$ cat config.mk
export PLATFORM = sky130hd
export DESIGN_NAME = queued_multi_axis_step_generator_core
export DESIGN_NICKNAME = d
export VERILOG_FILES = /design/src/sv/qmsg_pkg.sv /design/src/sv/qmsg_div.sv /design/src/sv/qmsg_front.sv /design/src/sv/qmsg_back.sv /design/src/sv/queued_multi_axis_step_generator_core.sv
export SDC_FILE = /design/constraint.sdc
export NUM_CORES = 2
export LEC_CHECK = 0
export ABC_AREA = 1
export BUFFER_PORTS_ARGS = -buffer_cell sky130_fd_sc_hd__buf_4
export CAP_MARGIN = 20
export CORE_MARGIN = 2
export CORE_UTILIZATION = 45
export DETAILED_ROUTE_END_ITERATION = 8
export PLACE_DENSITY_LB_ADDON = 0.3
export SLEW_MARGIN = 30
export SYNTH_ARGS = -nofsm -noshare
export SYNTH_HDL_FRONTEND = slang
export SYNTH_SLANG_ARGS = --single-unit
$ cat constraint.sdc
create_clock -name clk -period 17.9 [get_ports clk]
set_clock_uncertainty 0.15 [all_clocks]
set_input_delay 3.58 -clock clk [delete_from_list [all_inputs] [get_ports clk]]
set_output_delay 3.58 -clock clk [all_outputs]
set_load 0.01 [all_outputs]
$ cat src/sv/qmsg_pkg.sv
// qmsg_pkg: shared types and constants for the queued step generator.
// No dependencies.
`timescale 1ns / 1ps
`default_nettype none
package qmsg_pkg;
  localparam int AXES = 3;
  localparam logic [1:0] MODE_TICK  = 2'd0;
  localparam logic [1:0] MODE_MOVE  = 2'd1;
  localparam logic [1:0] MODE_FLUSH = 2'd2;
  localparam logic [1:0] MODE_KILL  = 2'd3;
  localparam logic CFG_TPU = 1'b0;
  localparam logic CFG_POL = 1'b1;

  typedef struct packed {
    logic [1:0]  mode;
    logic [31:0] mx;
    logic [31:0] my;
    logic [31:0] mz;
    logic [31:0] dur;
  } item_t;

  typedef struct packed {
    logic [2:0] step_pulse;
    logic [2:0] direction;
    logic [2:0] driver_enable;
    logic [2:0] active_mask;
    logic       queue_full;
    logic       move_accepted;
    logic [1:0] queue_level;
  } result_t;
endpackage
`default_nettype wire

$ cat src/sv/qmsg_div.sv
// qmsg_div: 64/32 restoring divider, one quotient bit per cycle.
// Depends on nothing.
`timescale 1ns / 1ps
`default_nettype none
module qmsg_div (
  input  wire logic        clk,
  input  wire logic        rst,
  input  wire logic        start,
  input  wire logic [63:0] num,
  input  wire logic [31:0] den,
  output logic             busy,
  output logic [63:0] quo
);
  logic [32:0] rem;
  logic [63:0] n;
  logic [6:0]  cnt;
  logic [32:0] sh;
  logic [31:0] d;
  always_comb sh = {rem[31:0], n[63]};
  always_ff @(posedge clk) begin
    if (rst) begin
      busy <= 1'b0;
      cnt <= '0;
    end else if (start) begin
      busy <= 1'b1;
      cnt <= 7'd64;
      rem <= '0;
      n <= num;
      d <= den;
    end else if (busy) begin
      n <= {n[62:0], 1'b0};
      if (sh >= {1'b0, d}) begin
        rem <= sh - {1'b0, d};
        quo <= {quo[62:0], 1'b1};
      end else begin
        rem <= sh;
        quo <= {quo[62:0], 1'b0};
      end
      cnt <= cnt - 7'd1;
      if (cnt == 7'd1) busy <= 1'b0;
    end
  end
endmodule
`default_nettype wire

$ cat src/sv/qmsg_front.sv
// qmsg_front: input skid queue that decouples accepted words from the back end.
// Depends on qmsg_pkg.
`timescale 1ns / 1ps
`default_nettype none
module qmsg_front (
  input  wire logic            clk,
  input  wire logic            rst,
  input  wire logic            in_valid,
  output logic                 in_ready,
  input  wire qmsg_pkg::item_t in_item,
  output logic                 q_valid,
  input  wire logic            q_pop,
  output qmsg_pkg::item_t      q_item
);
  qmsg_pkg::item_t mem [2];
  logic [1:0] cnt;
  logic       wp, rp;
  logic       push;
  assign in_ready = (cnt != 2'd2);
  assign push = in_valid && in_ready;
  assign q_valid = (cnt != 2'd0);
  assign q_item = mem[rp];
  always_ff @(posedge clk) begin
    if (push) mem[wp] <= in_item;
    if (rst) begin
      cnt <= '0;
      wp <= 1'b0;
      rp <= 1'b0;
    end else begin
      if (push) wp <= ~wp;
      if (q_pop) rp <= ~rp;
      cnt <= cnt + {1'b0, push} - {1'b0, q_pop};
    end
  end
endmodule
`default_nettype wire

$ cat src/sv/qmsg_back.sv
// qmsg_back: move ring, axis timers and move loader with a shared divider.
// Depends on qmsg_pkg and qmsg_div.
`timescale 1ns / 1ps
`default_nettype none
module qmsg_back #(
  parameter int QUEUE_DEPTH  = 4,
  parameter int PERIOD_WIDTH = 16
) (
  input  wire logic            clk,
  input  wire logic            rst,
  input  wire logic [7:0]      tpu,
  input  wire logic [2:0]      pol,
  input  wire logic            q_valid,
  output logic                 q_pop,
  input  wire qmsg_pkg::item_t q_item,
  output logic                 r_valid,
  input  wire logic            r_ready,
  output qmsg_pkg::result_t    r_data
);
  localparam int QW = (QUEUE_DEPTH > 1) ? $clog2(QUEUE_DEPTH) : 1;
  localparam int SW = 33 - PERIOD_WIDTH;
  localparam logic [QW-1:0] QLAST = QW'(QUEUE_DEPTH - 1);

  typedef enum logic [2:0] {S_RUN, S_LD, S_DIV, S_NORM, S_FIN} st_t;
  st_t st;

  logic [127:0] ring [QUEUE_DEPTH];
  logic [127:0] cur;
  logic [QW-1:0] head, tail;
  logic [31:0] steps [3];
  logic [SW-1:0] ps_rl [3];
  logic [SW-1:0] ps_left [3];
  logic [PERIOD_WIDTH-1:0] per_rl [3];
  logic [PERIOD_WIDTH-1:0] per_cnt [3];
  logic [2:0] act, dirb, enb;
  logic [1:0] ax;
  logic [63:0] total;
  logic [31:0] mag;
  logic [31:0] per;
  logic [SW-1:0] scale;
  logic d_start, d_busy;
  logic [63:0] d_quo;
  logic        res_acc;

  function automatic logic [QW-1:0] nxt(input logic [QW-1:0] i);
    return (i == QLAST) ? '0 : i + QW'(1);
  endfunction

  qmsg_div u_div (
    .clk(clk), .rst(rst), .start(d_start), .num(total), .den(mag),
    .busy(d_busy), .quo(d_quo)
  );

  logic [31:0] raw;
  logic [QW-1:0] lvl;
  always_comb begin
    unique case (ax)
      2'd0: raw = cur[31:0];
      2'd1: raw = cur[63:32];
      default: raw = cur[95:64];
    endcase
    lvl = (head >= tail) ? head - tail : QW'(QUEUE_DEPTH) - tail + head;
  end

  assign q_pop = (st == S_RUN) && q_valid && !r_valid;

  always_ff @(posedge clk) begin
    logic [2:0] a, pul;
    logic [QW-1:0] h, t;
    logic nz;
    logic acc;
    if (rst) begin
      st <= S_RUN;
      head <= '0;
      tail <= '0;
      act <= '0;
      dirb <= '0;
      enb <= '0;
      r_valid <= 1'b0;
      ax <= '0;
      d_start <= 1'b0;
    end else begin
      d_start <= (st == S_LD) && (raw != 32'd0);
      if (r_valid && r_ready) r_valid <= 1'b0;
      unique case (st)
        S_RUN: if (q_pop) begin
          a = act; pul = '0; h = head; t = tail; nz = 1'b0; acc = 1'b0;
          unique case (q_item.mode)
            qmsg_pkg::MODE_TICK: begin
              for (int i = 0; i < 3; i++) begin
                if (act[i]) begin
                  if ({1'b0, per_cnt[i]} + 1 >= {1'b0, per_rl[i]}) begin
                    per_cnt[i] <= '0;
                    if (ps_left[i] > SW'(1)) ps_left[i] <= ps_left[i] - SW'(1);
                    else begin
                      ps_left[i] <= ps_rl[i];
                      pul[i] = 1'b1;
                      if (steps[i] > 32'd0) steps[i] <= steps[i] - 32'd1;
                      if (steps[i] <= 32'd1) a[i] = 1'b0;
                    end
                  end else per_cnt[i] <= per_cnt[i] + PERIOD_WIDTH'(1);
                end
              end
              enb <= enb & ~(act & ~a);
            end
            qmsg_pkg::MODE_MOVE: begin
              nz = (q_item.mx | q_item.my | q_item.mz) != 32'd0;
              if (nz && nxt(head) != tail) begin
                ring[head] <= {q_item.dur, q_item.mz, q_item.my, q_item.mx};
                h = nxt(head);
                acc = 1'b1;
              end
            end
            qmsg_pkg::MODE_FLUSH: t = head;
            default: begin
              t = head;
              a = '0;
            end
          endcase
          res_acc <= acc;
          act <= a;
          head <= h;
          tail <= t;
          r_data.step_pulse <= pul;
          if (a == '0 && h != t) st <= S_LD;
          else begin
            st <= S_FIN;
          end
          cur <= (h != head) ? {q_item.dur, q_item.mz, q_item.my, q_item.mx} : ring[t];
          ax <= '0;
        end
        S_LD: begin
          total <= {24'd0, cur[127:96] * 40'(tpu)};
          mag <= raw[31] ? 32'd0 - raw : raw;
          dirb[ax] <= raw[31] ^ pol[ax];
          if (raw != 32'd0) st <= S_DIV;
          else if (ax == 2'd2) begin
            tail <= nxt(tail);
            st <= S_FIN;
          end else ax <= ax + 2'd1;
        end
        S_DIV: if (!d_busy && !d_start) begin
          per <= (d_quo[63:32] != 32'd0) ? 32'hFFFF_FFFF : d_quo[31:0];
          scale <= SW'(1);
          st <= S_NORM;
        end
        S_NORM: begin
          if ((per >> PERIOD_WIDTH) != 32'd0) begin
            per <= per >> 1;
            scale <= scale << 1;
          end else begin
            steps[ax] <= mag;
            ps_rl[ax] <= scale;
            ps_left[ax] <= scale;
            per_rl[ax] <= (per == 32'd0) ? PERIOD_WIDTH'(1) : per[PERIOD_WIDTH-1:0];
            per_cnt[ax] <= '0;
            act[ax] <= 1'b1;
            enb[ax] <= 1'b1;
            if (ax == 2'd2) begin
              tail <= nxt(tail);
              st <= S_FIN;
            end else begin
              ax <= ax + 2'd1;
              st <= S_LD;
            end
          end
        end
        default: begin
          r_data.direction <= dirb;
          r_data.driver_enable <= enb;
          r_data.active_mask <= act;
          r_data.queue_full <= nxt(head) == tail;
          r_data.move_accepted <= res_acc;
          r_data.queue_level <= 2'(lvl);
          r_valid <= 1'b1;
          st <= S_RUN;
        end
      endcase
    end
  end
endmodule
`default_nettype wire

$ cat src/sv/queued_multi_axis_step_generator_core.sv
// Top level of the queued three-axis step generator.
// Depends on qmsg_pkg, qmsg_front, qmsg_back.
//  channel | dir | handshake              | content
//  s_axis  | in  | s_axis_tvalid/tready   | mode, moves, duration
//  m_axis  | out | m_axis_tvalid/tready   | step, dir, enable, status
//  cfg     | in  | cfg_valid/cfg_ready    | cfg_index, cfg_data
// A tick, flush, kill or stored move passes through S_RUN and S_FIN in the back end.
// A move load then steps through S_LD for each axis; a moving axis also runs
// the bit-serial divider in S_DIV and the period normalize loop in S_NORM
// (up to 16 shifts with the default PERIOD_WIDTH).
// Reset is synchronous; a 2-word input queue absorbs output stalls.
`timescale 1ns / 1ps
`default_nettype none
module queued_multi_axis_step_generator_core #(
  parameter int QUEUE_DEPTH  = 4,
  parameter int PERIOD_WIDTH = 16
) (
  input  wire logic         clk,
  input  wire logic         rst,
  input  wire logic         s_axis_tvalid,
  output logic              s_axis_tready,
  // [1:0] mode, [33:2] move_x, [65:34] move_y, [97:66] move_z, [129:98] duration_us
  input  wire logic [135:0] s_axis_tdata,
  output logic              m_axis_tvalid,
  input  wire logic         m_axis_tready,
  // [2:0] step_pulse, [5:3] direction, [8:6] driver_enable, [11:9] active_mask,
  // [12] queue_full, [13] move_accepted, [15:14] queue_level
  output logic [15:0]       m_axis_tdata,
  input  wire logic         cfg_valid,
  output logic              cfg_ready,
  input  wire logic [0:0]   cfg_index,
  input  wire logic [7:0]   cfg_data
);
  logic [7:0] tpu;
  logic [2:0] pol;
  qmsg_pkg::item_t in_item, q_item;
  qmsg_pkg::result_t r;
  logic q_valid, q_pop;

  assign cfg_ready = 1'b1;
  always_ff @(posedge clk) begin
    if (rst) begin
      tpu <= 8'd32;
      pol <= 3'd0;
    end else if (cfg_valid) begin
      if (cfg_index == qmsg_pkg::CFG_TPU) tpu <= cfg_data;
      else pol <= cfg_data[2:0];
    end
  end

  assign in_item = '{mode: s_axis_tdata[1:0], mx: s_axis_tdata[33:2],
                     my: s_axis_tdata[65:34], mz: s_axis_tdata[97:66],
                     dur: s_axis_tdata[129:98]};

  qmsg_front u_front (
    .clk(clk), .rst(rst), .in_valid(s_axis_tvalid), .in_ready(s_axis_tready),
    .in_item(in_item), .q_valid(q_valid), .q_pop(q_pop), .q_item(q_item)
  );

  qmsg_back #(.QUEUE_DEPTH(QUEUE_DEPTH), .PERIOD_WIDTH(PERIOD_WIDTH)) u_back (
    .clk(clk), .rst(rst), .tpu(tpu), .pol(pol), .q_valid(q_valid), .q_pop(q_pop),
    .q_item(q_item), .r_valid(m_axis_tvalid), .r_ready(m_axis_tready), .r_data(r)
  );

  assign m_axis_tdata = {r.queue_level, r.move_accepted, r.queue_full, r.active_mask,
                         r.driver_enable, r.direction, r.step_pulse};
endmodule
`default_nettype wire

==> summary.txt <==
Routing
  – Antenna violation net count after detailed routing: 0
  – Total Wirelength: 173000 µm
  – Residual DRC count: 0
  – DR pass1 iterations: 6
  – Via count: 50529
  – Routed WL per cell: 17.8 µm
  – Drt via density: 5.19
  – First DRT Iteration DRCs: 4129

Timing
  – Setup_tns: 0 ns
  – Fin. Hold Viols: 0
  – Final WS setup: 11.49 ns
  – Fmax achieved: 0.156 GHz
  – Slew HR: 29.6%
  – Fin crit period: 6.41 ns
  – Tightest Pin Transition: 1.06 ns
  – Unrepaired setup endpoints after global routing: no
  – Final period util: 35.8%
  – Slew Viols, Final: 0
  – Setup-failing EPs final: 0

Synthesis
  – Synth warn: 0
  – Post-Synth Adder-Cell Area: 7.55%
  – Share of the synthesized area in the top cell type: 59.8%
  – Area leader, netlist: edfxtp_1
  – Prevailing post-synth register cell: edfxtp_1
  – Top cells by area, synth: edfxtp_1 60%, nand2_1 8.5%, fa_1 4.7%
  – Synth Instances: 7306
  – Mux contribution to synthesized area: 0.0654%
  – Syn Area/Cell: 10.5 µm²
  – Syn_nets: 7809
  – Post-synth EDFFs: 1524
  – Synthesized-area fraction occupied by and/or/nand/nor cells: 15.0%
  – Mapped Area: 76500 µm²
  – Register bit total from synthesis: 1568
  – Largest family of logic cells by synthesized area: simple AND/OR/NAND/NOR gates
  – XOR/XNOR share of the synthesized area: 2.29%
  – Post-synth cell types: 63
  – Synth Area in Compound Gates: 7.73%
  – Post-synth ARST share: 0%
  – Seq/Total Area, Yosys: 61.0%

Setup path
  – Slowest CP cell: buf_4
  – CP Class: reg2reg
  – Reg2Reg Setup Slack: 11.49 ns
  – Worst stage delay on the critical path: 0.86 ns
  – Worst Setup Start Kind: register
  – Worst R2R End: u_back.ring[0][82]$_DFFE_PP_
  – Critical Path Sink Type: register
  – Worst-path cell chain: inv_4, buf_4, nand2_1, nand2_1, nor2_1, nand2_1, nor2_1, nand2_1, nor2_1, nand3_2, nand2_2, inv_2, nand2_1, nor2_4, buf_4, buf_4
  – Sum of buffers and inverters on the critical path: 5
  – Cells on worst reg2reg path: 16
  – Crit path max-delay family: buffers and inverters
  – Crit path max fanout: 70
  – CP most frequent cell: nand2_1
  – Worst Path Arrival: 6.66 ns
  – Worst endpoint required time: 18.15 ns

Floorplanning
  – Die span in y: 416 µm
  – Row Count: 151
  – Core area: 169000 µm²
  – Initial Util: 45.2%
  – Io pins: 169
  – DIE AREA: 173000 µm²
  – Die width: 416 µm

Clocking
  – H-tree depth: 4
  – Setup Buffers After CTS: 0
  – CTS Hold Bufs: 0
  – CTS resizes: 0
  – CTS Buffer Depth: 3
  – Clk pin slew, worst setup/hold paths: 0.06 ns
  – Clock Latency Late Sink: 0.80 ns
  – Sink Count: 1568
  – CTS Root Cell: clkbuf_16
  – TritonCTS clock tree: done
  – Cts bufs inserted: 159

Final layout
  – Finished Cell Area: 84900 µm²
  – Area occupied by multi-input gates: 25100 µm²
  – Nets: 7885
  – Most common cell after layout, fill and taps aside: nand2_1
  – Commonest non-fill, non-tap cells in the layout: 1741 x nand2_1, 1524 x edfxtp_1, 896 x inv_1
  – Final std cells w/o fill: 9729
  – FILL cells: 14771
  – FF/Latch Area: 46600 µm²
  – Layout cells sized above 1: 7.27%
  – Layout Utilization: 50.2%
  – Layout area overhead: 11.0%

Place
  – Placed cell count: 9438
  – IO buf count: 161
  – Post-place instance area: 79700 µm²
  – DP Wirelength: 112000 µm
  – Final GP Congestion: 0.887
  – Pre-CTS setup slack: 10.79 ns

Pwr
  – Internal Power: 7770 µW
  – Part of the power in registers: 41.0%
  – Clock Power Share: 27.4%
  – Pwr Density: 141 nW/µm²
  – Sw Share: 35.1%
  – Peak supply drop: 0.125 mV
  – Combinational power share: 31.6%
  – LEAKAGE: 0.0346 µW
  – Psw: 4210 µW

Global route
  – Pin count of the biggest net entering global routing: 180
  – Gr usage total: 19.9%
  – Initial antenna violation count: 3
  – Overflow after GRT: 0
  – Vias in the first global route: 50045
  – Global-route wire length before repair: 274000 µm

Min path
  – Hold Path Class: reg2reg
  – Hold depth: 0
  – Hold Startpoint: u_back.u_div.quo[26]$_DFFE_PP_
  – Hold Crit Endpoint: u_back.u_div.quo[27]$_DFFE_PP_

Status
  – Outcome: complete, no violations

Flow run
  – Max-cap viol count: 0
Yosys cell counts, types with 12 or more instances:
cell      number
a21oi_1      241
a22o_1        26
a31oi_1       37
buf_2         47
buf_4         19
buf_6         14
clkbuf_1     199
clkbuf_2      27
dfxtp_1       44
edfxtp_1    1524
fa_1         181
ha_1         172
inv_1        901
nand2_1     1741
nand3_1      114
nand4_1       44
nor2_1       830
nor2_2        13
nor3_1        55
nor4_1        28
o211ai_1      12
o21ai_0      549
o21ai_1       13
o22ai_1      131
or2_2         16
xnor2_1       71
xor2_1       129
routing by layer:
layer  part of all wire [%]  vias up  global-route usage (%)
met3                    5.6      250                    2.82
li1                       -    24494                       -
met1                     43    24348                    26.6
met5                      0        -                       0
met4                    2.5        0                    6.34
met2                     48     1437                    33.6
cells by family after synthesis:
kind of cell	count (synthesis)
fa+ha+maj	353
xor+xnor	200
simple gates	2880
compound gates	1075
mux	5
buf+inv	1224
flops	1568
other cells	1
layout make-up:
cell class,instances,area share (%)
flip-flops and latches,1568,54.9
multi-input cells,4514,29.6
inverters,911,4.06
repair buffers,228,2.10
clock buffers,193,4.97
diodes,1,0.00295
well taps,2218,3.27
clock inverters,96,1.10
worst max path at each step:
stage	from	end	slack [ns]	cells past startpoint
2_1_floorplan	rst	u_back.ring[3][0]$_DFFE_PP_	1.75	3
3_3_place_gp	rst	u_back.per_cnt[2][3]$_SDFFCE_PN0P_	10.52	10
3_5_place_dp	rst	u_back.ring[0][22]$_DFFE_PP_	10.79	6
4_1_cts	register	u_back.ring[0][23]$_DFFE_PP_	11.35	16
5_1_grt	register	u_back.ring[0][23]$_DFFE_PP_	11.00	16
6_report	register	u_back.ring[0][82]$_DFFE_PP_	11.49	16
metrics by stage:
step	power, µW	hold slack [ns]
finish	12000	0.300
global route	12700	0.307
CTS	12000	0.297
detailed placement	8750	0.283
global placement	8660	0.284
floorplan	7650	0.250
worst register-to-register path, delay by kind of cell, from the launching register on:
kind | cells | cell delay (ns)
simple gates | 11 | 2.08
buf+inv | 5 | 3.22
flops | 1 | 0.52
sequential cells by signal, summed over array words and instances (netlist names), 32 cells and up, named ones only:
signal	count
u_back.ps_left	51
u_back.ps_rl	51
u_back.cur	128
u_back.ring	512
u_back.steps	96
u_back.u_div.rem	32
u_back.mag	32
u_back.per_rl	48
u_back.u_div.quo	64
u_back.u_div.n	64
u_back.u_div.d	32
u_back.per	32
u_back.per_cnt	48
u_front.mem	260
u_back.total	40
power groups by stage:
stage | Combinational, µW | Sequential (µW) | Clock, µW
floorplan | 2770 | 4880 | 0
global placement | 3690 | 4970 | 0
detailed placement | 3770 | 4980 | 0
CTS | 3790 | 4900 | 3350
global route | 4280 | 4930 | 3500
finish | 3780 | 4910 | 3290
(Power assumes the default switching activity.)
